==> config.mk <==
export PLATFORM = sky130hd
export DESIGN_NAME = key_event_detector
export DESIGN_NICKNAME = d
export VERILOG_FILES = /design/src/hdl/kev_pkg.sv /design/src/hdl/kev_core.sv /design/src/hdl/key_event_detector.sv
export SDC_FILE = /design/constraint.sdc
export NUM_CORES = 1
export LEC_CHECK = 0
export BUFFER_PORTS_ARGS = -buffer_cell sky130_fd_sc_hd__buf_4
export CORE_MARGIN = 4
export CORE_UTILIZATION = 55
export CTS_BUF_LIST = sky130_fd_sc_hd__clkbuf_8
export CTS_CLUSTER_DIAMETER = 80
export DETAILED_ROUTE_END_ITERATION = 6
export GPL_ROUTABILITY_DRIVEN = 1
export PLACE_DENSITY = 0.76
export RECOVER_POWER = 25
export SLEW_MARGIN = 20
export SYNTH_ARGS = -nofsm -noshare
export SYNTH_HDL_FRONTEND = slang
export SYNTH_SLANG_ARGS = --single-unit
==> constraint.sdc <==
create_clock -name clock -period 4.64 [get_ports clock]
set_input_delay 0.232 -clock clock [delete_from_list [all_inputs] [get_ports clock]]
set_output_delay 0.232 -clock clock [all_outputs]
set_load 0.02 [all_outputs]
==> src/hdl/kev_pkg.sv <==
package kev_pkg;

   // key code seen when no key is pressed
   localparam logic [7:0] NO_KEY_CODE = 8'd0;

   // default spacing of repeating hold events
   localparam int HOLD_REPEAT_DEFAULT = 10;

   // register indexes on the csr port
   localparam logic [1:0] REG_LONG_PRESS   = 2'd0;
   localparam logic [1:0] REG_HOLD_PRESS   = 2'd1;
   localparam logic [1:0] REG_CLICK_WINDOW = 2'd2;
   localparam logic [1:0] REG_DEBOUNCE     = 2'd3;

   // reset values of the registers
   localparam logic [15:0] LONG_PRESS_RESET   = 16'd50;
   localparam logic [15:0] HOLD_PRESS_RESET   = 16'd100;
   localparam logic [7:0]  CLICK_WINDOW_RESET = 8'd25;
   localparam logic [7:0]  DEBOUNCE_RESET     = 8'd3;

   // request function codes
   localparam logic FUNC_SCAN = 1'b0;
   localparam logic FUNC_READ = 1'b1;

   typedef enum logic [2:0] {
      EV_NONE   = 3'd0,
      EV_CLICK  = 3'd1,
      EV_DOUBLE = 3'd2,
      EV_TRIPLE = 3'd3,
      EV_LONG   = 3'd4,
      EV_HOLD   = 3'd5,
      EV_UP     = 3'd6
   } event_kind_type;

   typedef struct packed {
      logic [15:0] long_press_ticks;
      logic [15:0] hold_press_ticks;
      logic [7:0]  click_window_ticks;
      logic [7:0]  debounce_ticks;
   } cfg_type;

   typedef struct packed {
      logic [2:0] kind;
      logic [7:0] key;
   } event_type;

endpackage

==> src/hdl/kev_core.sv <==
module kev_core #(
   parameter int HOLD_REPEAT = kev_pkg::HOLD_REPEAT_DEFAULT
) (
   input  logic               clock,
   input  logic               reset,
   input  logic               fire,
   input  logic               func,
   input  logic [7:0]         key_code,
   input  kev_pkg::cfg_type   cfg,
   output kev_pkg::event_type latched
);
   import kev_pkg::*;

   localparam int RW = (HOLD_REPEAT > 1) ? $clog2(HOLD_REPEAT) : 1;
   localparam logic [RW-1:0] RES_LAST = RW'(HOLD_REPEAT - 1);

   logic [7:0]    stable_key_ff, stable_key_in;
   logic [7:0]    debounce_count_ff, debounce_count_in;
   logic [15:0]   held_ticks_ff, held_ticks_in;
   logic [RW-1:0] held_res_ff, held_res_in;
   logic [7:0]    click_total_ff, click_total_in;
   logic [7:0]    waiting_key_ff, waiting_key_in;
   logic [7:0]    window_timer_ff, window_timer_in;
   logic [2:0]    latched_kind_ff, latched_kind_in;
   logic [7:0]    latched_key_ff, latched_key_in;

   // next state for one scan tick or one read
   always_comb begin
      stable_key_in     = stable_key_ff;
      debounce_count_in = debounce_count_ff;
      held_ticks_in     = held_ticks_ff;
      held_res_in       = held_res_ff;
      click_total_in    = click_total_ff;
      waiting_key_in    = waiting_key_ff;
      window_timer_in   = window_timer_ff;
      latched_kind_in   = latched_kind_ff;
      latched_key_in    = latched_key_ff;

      if (func == FUNC_READ) begin
         latched_kind_in = EV_NONE;
         latched_key_in  = NO_KEY_CODE;
      end else begin
         // debounce and press tracking
         if (key_code != stable_key_ff) begin
            debounce_count_in = debounce_count_ff + 8'd1;
            if (debounce_count_in >= cfg.debounce_ticks) begin
               if (key_code == NO_KEY_CODE) begin
                  if (held_ticks_ff >= cfg.long_press_ticks) begin
                     latched_kind_in = EV_UP;
                     latched_key_in  = waiting_key_ff;
                  end else begin
                     click_total_in  = click_total_ff + 8'd1;
                     waiting_key_in  = stable_key_ff;
                     window_timer_in = cfg.click_window_ticks;
                  end
                  held_ticks_in = '0;
                  held_res_in   = '0;
               end else begin
                  waiting_key_in = key_code;
               end
               stable_key_in = key_code;
            end
         end else begin
            debounce_count_in = '0;
            if (key_code != NO_KEY_CODE) begin
               held_ticks_in = held_ticks_ff + 16'd1;
               // residue of held_ticks modulo the hold spacing
               if (held_ticks_in == 16'd0 || held_res_ff == RES_LAST) begin
                  held_res_in = '0;
               end else begin
                  held_res_in = held_res_ff + RW'(1);
               end
               if (held_ticks_in == cfg.long_press_ticks) begin
                  click_total_in  = '0;
                  latched_kind_in = EV_LONG;
                  latched_key_in  = key_code;
               end else if (held_ticks_in >= cfg.hold_press_ticks &&
                            held_res_in == '0) begin
                  latched_kind_in = EV_HOLD;
                  latched_key_in  = key_code;
               end
            end
         end

         // click window countdown
         if (window_timer_in != 8'd0) begin
            window_timer_in = window_timer_in - 8'd1;
            if (window_timer_in == 8'd0) begin
               case (click_total_in)
                  8'd1:    latched_kind_in = EV_CLICK;
                  8'd2:    latched_kind_in = EV_DOUBLE;
                  8'd3:    latched_kind_in = EV_TRIPLE;
                  default: latched_kind_in = latched_kind_in;
               endcase
               latched_key_in = waiting_key_in;
               click_total_in = '0;
               waiting_key_in = NO_KEY_CODE;
            end
         end
      end
   end

   // state registers
   always_ff @(posedge clock) begin
      if (reset) begin
         stable_key_ff     <= NO_KEY_CODE;
         debounce_count_ff <= '0;
         held_ticks_ff     <= '0;
         held_res_ff       <= '0;
         click_total_ff    <= '0;
         waiting_key_ff    <= NO_KEY_CODE;
         window_timer_ff   <= '0;
         latched_kind_ff   <= EV_NONE;
         latched_key_ff    <= NO_KEY_CODE;
      end else if (fire) begin
         stable_key_ff     <= stable_key_in;
         debounce_count_ff <= debounce_count_in;
         held_ticks_ff     <= held_ticks_in;
         held_res_ff       <= held_res_in;
         click_total_ff    <= click_total_in;
         waiting_key_ff    <= waiting_key_in;
         window_timer_ff   <= window_timer_in;
         latched_kind_ff   <= latched_kind_in;
         latched_key_ff    <= latched_key_in;
      end
   end

   assign latched.kind = latched_kind_ff;
   assign latched.key  = latched_key_ff;

endmodule

==> src/hdl/key_event_detector.sv <==
// channel | ports                                   | direction
// req     | req_valid req_ready req_func req_key_code | in
// rsp     | rsp_valid rsp_ready rsp_event_kind rsp_event_key | out
// csr     | csr_write_enable csr_index csr_write_data | in
//
// a word is taken into an input register, processed from there and a read
// lands in the result register; one word per cycle while no read stalls
// reset clears all event state and loads the default timing registers
// a stalled result only holds back read words; scan words keep flowing until
// a read reaches the input register, so input ready follows rsp_ready then
module key_event_detector #(
   parameter int HOLD_REPEAT = kev_pkg::HOLD_REPEAT_DEFAULT
) (
   input  logic        clock,
   input  logic        reset,
   input  logic        req_valid,
   output logic        req_ready,
   input  logic        req_func,
   input  logic [7:0]  req_key_code,
   output logic        rsp_valid,
   input  logic        rsp_ready,
   output logic [2:0]  rsp_event_kind,
   output logic [7:0]  rsp_event_key,
   input  logic        csr_write_enable,
   input  logic [1:0]  csr_index,
   input  logic [15:0] csr_write_data
);
   import kev_pkg::*;

   cfg_type    cfg_ff;
   logic       in_valid_ff;
   logic       in_func_ff;
   logic [7:0] in_key_ff;
   logic       out_valid_ff;
   logic [2:0] out_kind_ff;
   logic [7:0] out_key_ff;
   logic       proc_fire;
   event_type  latched;

   // timing registers
   always_ff @(posedge clock) begin
      if (reset) begin
         cfg_ff.long_press_ticks   <= LONG_PRESS_RESET;
         cfg_ff.hold_press_ticks   <= HOLD_PRESS_RESET;
         cfg_ff.click_window_ticks <= CLICK_WINDOW_RESET;
         cfg_ff.debounce_ticks     <= DEBOUNCE_RESET;
      end else if (csr_write_enable) begin
         case (csr_index)
            REG_LONG_PRESS:   cfg_ff.long_press_ticks   <= csr_write_data;
            REG_HOLD_PRESS:   cfg_ff.hold_press_ticks   <= csr_write_data;
            REG_CLICK_WINDOW: cfg_ff.click_window_ticks <= csr_write_data[7:0];
            REG_DEBOUNCE:     cfg_ff.debounce_ticks     <= csr_write_data[7:0];
            default:          cfg_ff <= cfg_ff;
         endcase
      end
   end

   // a read needs room in the result register, a scan never waits
   assign proc_fire = in_valid_ff &&
                      (in_func_ff == FUNC_SCAN || !out_valid_ff || rsp_ready);
   assign req_ready = !in_valid_ff || proc_fire;

   // input register
   always_ff @(posedge clock) begin
      if (reset) begin
         in_valid_ff <= 1'b0;
      end else if (req_ready) begin
         in_valid_ff <= req_valid;
      end
   end

   always_ff @(posedge clock) begin
      if (req_ready && req_valid) begin
         in_func_ff <= req_func;
         in_key_ff  <= req_key_code;
      end
   end

   kev_core #(
      .HOLD_REPEAT(HOLD_REPEAT)
   ) u_core (
      .clock    (clock),
      .reset    (reset),
      .fire     (proc_fire),
      .func     (in_func_ff),
      .key_code (in_key_ff),
      .cfg      (cfg_ff),
      .latched  (latched)
   );

   // result register
   always_ff @(posedge clock) begin
      if (reset) begin
         out_valid_ff <= 1'b0;
      end else if (proc_fire && in_func_ff == FUNC_READ) begin
         out_valid_ff <= 1'b1;
      end else if (rsp_ready) begin
         out_valid_ff <= 1'b0;
      end
   end

   always_ff @(posedge clock) begin
      if (proc_fire && in_func_ff == FUNC_READ) begin
         out_kind_ff <= latched.kind;
         out_key_ff  <= latched.key;
      end
   end

   assign rsp_valid      = out_valid_ff;
   assign rsp_event_kind = out_kind_ff;
   assign rsp_event_key  = out_key_ff;

endmodule

==> impl_results.html <==
<table>
<tr><th>Metric</th><th>Value</th></tr>
<tr><th colspan="2">Detailed routing</th></tr>
<tr><td>Drt wl/cell</td><td>16.41 um</td></tr>
<tr><td>Average via count per standard cell</td><td>5.823</td></tr>
<tr><td>Drt first pass iters</td><td>5</td></tr>
<tr><td>Violation count after the first detailed-route iteration</td><td>774</td></tr>
<tr><td>Aggregate routed wire length</td><td>22260 um</td></tr>
<tr><td>Post-route antenna net violation count</td><td>0</td></tr>
<tr><td>DR vias</td><td>7902</td></tr>
<tr><td>Final routed DRC violation total</td><td>0</td></tr>
<tr><th colspan="2">Logic synthesis</th></tr>
<tr><td>Total of flip-flops plus latches after synthesis</td><td>141</td></tr>
<tr><td>Area contributors post-synth</td><td>sky130_fd_sc_hd__dfxtp_1 28%, sky130_fd_sc_hd__nand2_1 7.4%, sky130_fd_sc_hd__edfxtp_1 7.0%</td></tr>
<tr><td>Most frequently used flop master after synthesis</td><td>sky130_fd_sc_hd__dfxtp_1</td></tr>
<tr><td>Async set-or-reset flop fraction in the synthesized netlist</td><td>0%</td></tr>
<tr><td>Sequential cell area fraction in the yosys report</td><td>35.28%</td></tr>
<tr><td>Post-synthesis area per instance</td><td>7.986 sq um</td></tr>
<tr><td>EDFF count, synth</td><td>20</td></tr>
<tr><td>Post-synthesis cell count</td><td>1073</td></tr>
<tr><td>Area of the mapped netlist</td><td>8569 sq um</td></tr>
<tr><td>Yosys warnings</td><td>0</td></tr>
<tr><td>Area share of the largest cell type after synthesis</td><td>28.27%</td></tr>
<tr><td>Nets in the synthesized netlist</td><td>1153</td></tr>
<tr><td>Synth unique cells</td><td>71</td></tr>
<tr><td>Biggest area consumer among synthesized cells</td><td>sky130_fd_sc_hd__dfxtp_1</td></tr>
<tr><th colspan="2">Clock tree</th></tr>
<tr><td>Clock latency on the worst-skew pair</td><td>460 ps</td></tr>
<tr><td>Max Root-Sink Buffers</td><td>2</td></tr>
<tr><td>Buffer cell driving the clock tree root</td><td>sky130_fd_sc_hd__clkbuf_8</td></tr>
<tr><td>H-tree depth reported by CTS</td><td>4</td></tr>
<tr><td>Clock slew at the register clock pins of the worst setup and hold paths</td><td>80 ps</td></tr>
<tr><td>TritonCTS clock tree</td><td>done</td></tr>
<tr><td>Total clock buffers created by CTS</td><td>17</td></tr>
<tr><td>Sinks on the clock net</td><td>141</td></tr>
<tr><th colspan="2">Global route</th></tr>
<tr><td>Maximum number of pins on one net before global-route repair</td><td>58</td></tr>
<tr><td>Antenna violations before repair</td><td>0</td></tr>
<tr><td>Sum of overflow across all layers after global routing</td><td>0</td></tr>
<tr><td>Number of global-route vias before repair</td><td>7367</td></tr>
<tr><td>First-pass GRT wire length</td><td>36700 um</td></tr>
<tr><td>GRT Util Overall</td><td>25.37%</td></tr>
<tr><th colspan="2">Critical path</th></tr>
<tr><td>Crit path required time</td><td>4980 ps</td></tr>
<tr><td>Critical path endpoint category</td><td>flip-flop</td></tr>
<tr><td>Cell type group with the largest total delay on the critical path</td><td>simple AND/OR/NAND/NOR gates</td></tr>
<tr><td>Delay of the slowest cell on the worst path</td><td>450 ps</td></tr>
<tr><td>Startpoint-to-endpoint class of the critical path</td><td>flip-flop to flip-flop</td></tr>
<tr><td>Critical path launch point type</td><td>flip-flop</td></tr>
<tr><td>Crit path buf inv count</td><td>3</td></tr>
<tr><td>Arrival time of data at the critical path endpoint</td><td>4730 ps</td></tr>
<tr><td>Standard cell with the maximum stage delay on the critical path</td><td>sky130_fd_sc_hd__or4b_1</td></tr>
<tr><td>Series of cell instances along the critical path</td><td>inv_1 &gt; ha_1 &gt; nand4_1 &gt; nor3_2 &gt; buf_4 &gt; or4b_1 &gt; and3_1 &gt; nand2_2 &gt; mux2i_2 &gt; ha_2 &gt; nand2b_1 &gt; o21ai_0 &gt; nor4b_1 &gt; nand3b_1 &gt; nor3_1 &gt; o2bb2a_2 &gt; nand2_2 &gt; buf_4 &gt; nor4_1 &gt; o21ai_0</td></tr>
<tr><td>Highest net fanout along the worst path</td><td>7</td></tr>
<tr><th colspan="2">Job</th></tr>
<tr><td>Max-cap violation count</td><td>0</td></tr>
<tr><th colspan="2">Timing</th></tr>
<tr><td>Worst slew margin relative to its limit</td><td>34.85%</td></tr>
<tr><td>Setup Total Neg Slack</td><td>0 ps</td></tr>
<tr><td>Fin crit share</td><td>94.66%</td></tr>
<tr><td>Hold Fails Final Rpt</td><td>0</td></tr>
<tr><td>Achievable Freq</td><td>227.7 MHz</td></tr>
<tr><td>Pins Over Slew Limit</td><td>0</td></tr>
<tr><td>Slew at the pin closest to its max-slew limit</td><td>965.0 ps</td></tr>
<tr><td>Crit path time final</td><td>4392 ps</td></tr>
<tr><td>Final clock skew</td><td>15.70 ps</td></tr>
<tr><td>Final setup fails</td><td>0</td></tr>
<tr><th colspan="2">Power and ir drop</th></tr>
<tr><td>Power density normalized to cell area</td><td>261.0 nW/um^2</td></tr>
<tr><td>Leakage dissipation</td><td>3.874 nW</td></tr>
<tr><td>IR drop worst, VDD</td><td>0.1838 mV</td></tr>
<tr><th colspan="2">Die</th></tr>
<tr><td>Number of cell rows</td><td>45</td></tr>
<tr><td>Top Ports</td><td>45</td></tr>
<tr><td>Die height</td><td>132.8 um</td></tr>
<tr><td>Initial cell density of the core</td><td>56.16%</td></tr>
<tr><td>Die width</td><td>132.8 um</td></tr>
<tr><td>Placeable core region</td><td>15260 sq um</td></tr>
<tr><td>Full die area</td><td>17640 sq um</td></tr>
<tr><th colspan="2">Final layout</th></tr>
<tr><td>Layout cells sized above 1</td><td>13.53%</td></tr>
<tr><td>Layout Nets</td><td>1213</td></tr>
<tr><td>Area growth from synthesis to layout</td><td>14.78%</td></tr>
<tr><td>Filler cell count in the final layout</td><td>1366</td></tr>
<tr><td>Area occupied by multi-input gates</td><td>5190 sq um</td></tr>
<tr><td>Register Area</td><td>3024 sq um</td></tr>
<tr><td>Layout Utilization</td><td>64.46%</td></tr>
<tr><td>N_diodes</td><td>0</td></tr>
<tr><th colspan="2">Place</th></tr>
<tr><td>Placer's final routability congestion estimate</td><td>0.9185</td></tr>
<tr><td>Placed wire-length estimate</td><td>15910 um</td></tr>
<tr><td>Port buffer count</td><td>44</td></tr>
<tr><th colspan="2">Min path</th></tr>
<tr><td>Classification of the worst-slack hold path</td><td>primary input to flip-flop</td></tr>
<tr><th colspan="2">Status</th></tr>
<tr><td>Outcome</td><td>finished, final reports clean</td></tr>
</table>
[synth_stat cells (13+ instances only)]
cell / number
sky130_fd_sc_hd__a21o_1: 13
sky130_fd_sc_hd__a21oi_1: 104
sky130_fd_sc_hd__a22oi_1: 19
sky130_fd_sc_hd__clkbuf_1: 43
sky130_fd_sc_hd__dfxtp_1: 121
sky130_fd_sc_hd__edfxtp_1: 20
sky130_fd_sc_hd__ha_1: 48
sky130_fd_sc_hd__inv_1: 48
sky130_fd_sc_hd__mux2i_1: 20
sky130_fd_sc_hd__nand2_1: 169
sky130_fd_sc_hd__nand3_1: 35
sky130_fd_sc_hd__nand4_1: 26
sky130_fd_sc_hd__nor2_1: 91
sky130_fd_sc_hd__nor3_1: 23
sky130_fd_sc_hd__o21ai_0: 53
sky130_fd_sc_hd__or3_1: 15
sky130_fd_sc_hd__xnor2_1: 37
sky130_fd_sc_hd__xor2_1: 16
[logic make-up after synthesis]
logic type | synth area share, %
flip-flops | 35.28
AND/OR/NAND/NOR | 25.14
adder cells (fa/ha/maj) | 7.008
XOR/XNOR | 6.395
AO/OA/AOI/OAI | 18.18
multiplexers | 3.124
buffers and inverters | 4.876
[final timing paths]
kind / startpoint / endpoint / slack [ps] / cells past startpoint
worst max register to register: cfg_ff[45] / u_core.latched_kind_ff[1] / 250 / 20
worst max-delay path: cfg_ff[45] / u_core.latched_kind_ff[1] / 250 / 20
worst min-delay path: csr_write_data[12] / cfg_ff[28] / 30 / 3
worst min register to register: cfg_ff[4] / cfg_ff[4] / 460 / 2
[flip-flops by register name, summed over array words and instances, names as in the netlist]
name                      cells
rsp_event_kind                3
u_core.click_total_ff         8
in_valid_ff                   1
u_core.latched_kind_ff        3
u_core.debounce_count_ff      8
u_core.latched_key_ff         8
u_core.held_ticks_ff         16
rsp_valid                     1
u_core.waiting_key_ff         8
u_core.window_timer_ff        8
in_key_ff                     8
in_func_ff                    1
u_core.held_res_ff            4
cfg_ff                       48
rsp_event_key                 8
u_core.stable_key_ff          8
[where the power goes]
group / internal [mW] / total (mW) / switching (mW) / leakage (nW)
logic: 0.111 / 0.266 / 0.155 / 2.50
clock network: 0.509 / 1.01 / 0.499 / 0.205
registers: 1.26 / 1.29 / 0.0290 / 1.17
[per-stage QoR]
step,total power [mW],cells,cell area [sq um],hold slack [ps],worst slack [ps]
floorplan,1.481,1073,8569,330.9,57.97
global placement,1.567,1311,9249,410.5,191.0
detailed placement,1.572,1311,9249,413.1,11.22
CTS,2.579,1355,9776,4.014,18.70
global route,2.671,1357,9836,15.44,-17.57
finish,2.567,1357,9836,26.31,247.8
[area by class of cell]
type | instances | area share, %
Clock buffer | 19 | 2.659
Clock inverter | 13 | 1.412
Sequential cell | 141 | 30.75
Tap cell | 211 | 2.684
Timing Repair Buffer | 100 | 7.900
Inverter | 48 | 1.832
Multi-Input combinational cell | 825 | 52.77
[metal layers]
| metal | routed length (um) | track usage [%] |
|---|---|---|
| met1 | 10100 | 34.81 |
| met2 | 10280 | 39.76 |
| met3 | 1372 | 5.247 |
| met4 | 514 | 8.949 |
| met5 | 0 | 0 |
[repair_timing]
action                     4_1_cts  5_1_grt
pin swaps                        0        1
setup endpoints to repair        1       27
hold endpoints to repair        12        0
hold buffers                    12        0
buffers inserted                 0        2
resized for setup                1       14
[placed cells by master (no fill, tap or decap), types with 4 or more instances in the layout]
master / count
sky130_fd_sc_hd__nand2_1: 166
sky130_fd_sc_hd__dfxtp_1: 120
sky130_fd_sc_hd__a21oi_1: 104
sky130_fd_sc_hd__nor2_1: 90
sky130_fd_sc_hd__buf_4: 78
sky130_fd_sc_hd__o21ai_0: 52
sky130_fd_sc_hd__inv_1: 49
sky130_fd_sc_hd__ha_1: 47
sky130_fd_sc_hd__xnor2_1: 36
sky130_fd_sc_hd__nand3_1: 35
sky130_fd_sc_hd__nand4_1: 26
sky130_fd_sc_hd__nor3_1: 21
sky130_fd_sc_hd__edfxtp_1: 20
sky130_fd_sc_hd__mux2i_1: 19
sky130_fd_sc_hd__a22oi_1: 19
sky130_fd_sc_hd__clkbuf_8: 19
sky130_fd_sc_hd__xor2_1: 16
sky130_fd_sc_hd__or3_1: 15
sky130_fd_sc_hd__a21o_1: 13
sky130_fd_sc_hd__nand3b_1: 12
sky130_fd_sc_hd__dlygate4sd3_1: 12
sky130_fd_sc_hd__nand2b_1: 11
sky130_fd_sc_hd__nor4_1: 11
sky130_fd_sc_hd__a211o_1: 9
sky130_fd_sc_hd__clkbuf_4: 9
sky130_fd_sc_hd__o2111ai_1: 8
sky130_fd_sc_hd__o211ai_1: 8
sky130_fd_sc_hd__nor2b_1: 7
sky130_fd_sc_hd__and3_1: 7
sky130_fd_sc_hd__and2_1: 5
sky130_fd_sc_hd__or2_2: 5
sky130_fd_sc_hd__or4_1: 5
sky130_fd_sc_hd__o21a_1: 4
sky130_fd_sc_hd__o31ai_1: 4
[tightest hold or removal path: stages]
cell and delay [ps]:
sky130_fd_sc_hd__buf_4 110, sky130_fd_sc_hd__nand2_1 50, sky130_fd_sc_hd__a21oi_1 50
Note: power is estimated with default switching activity, not from simulation.
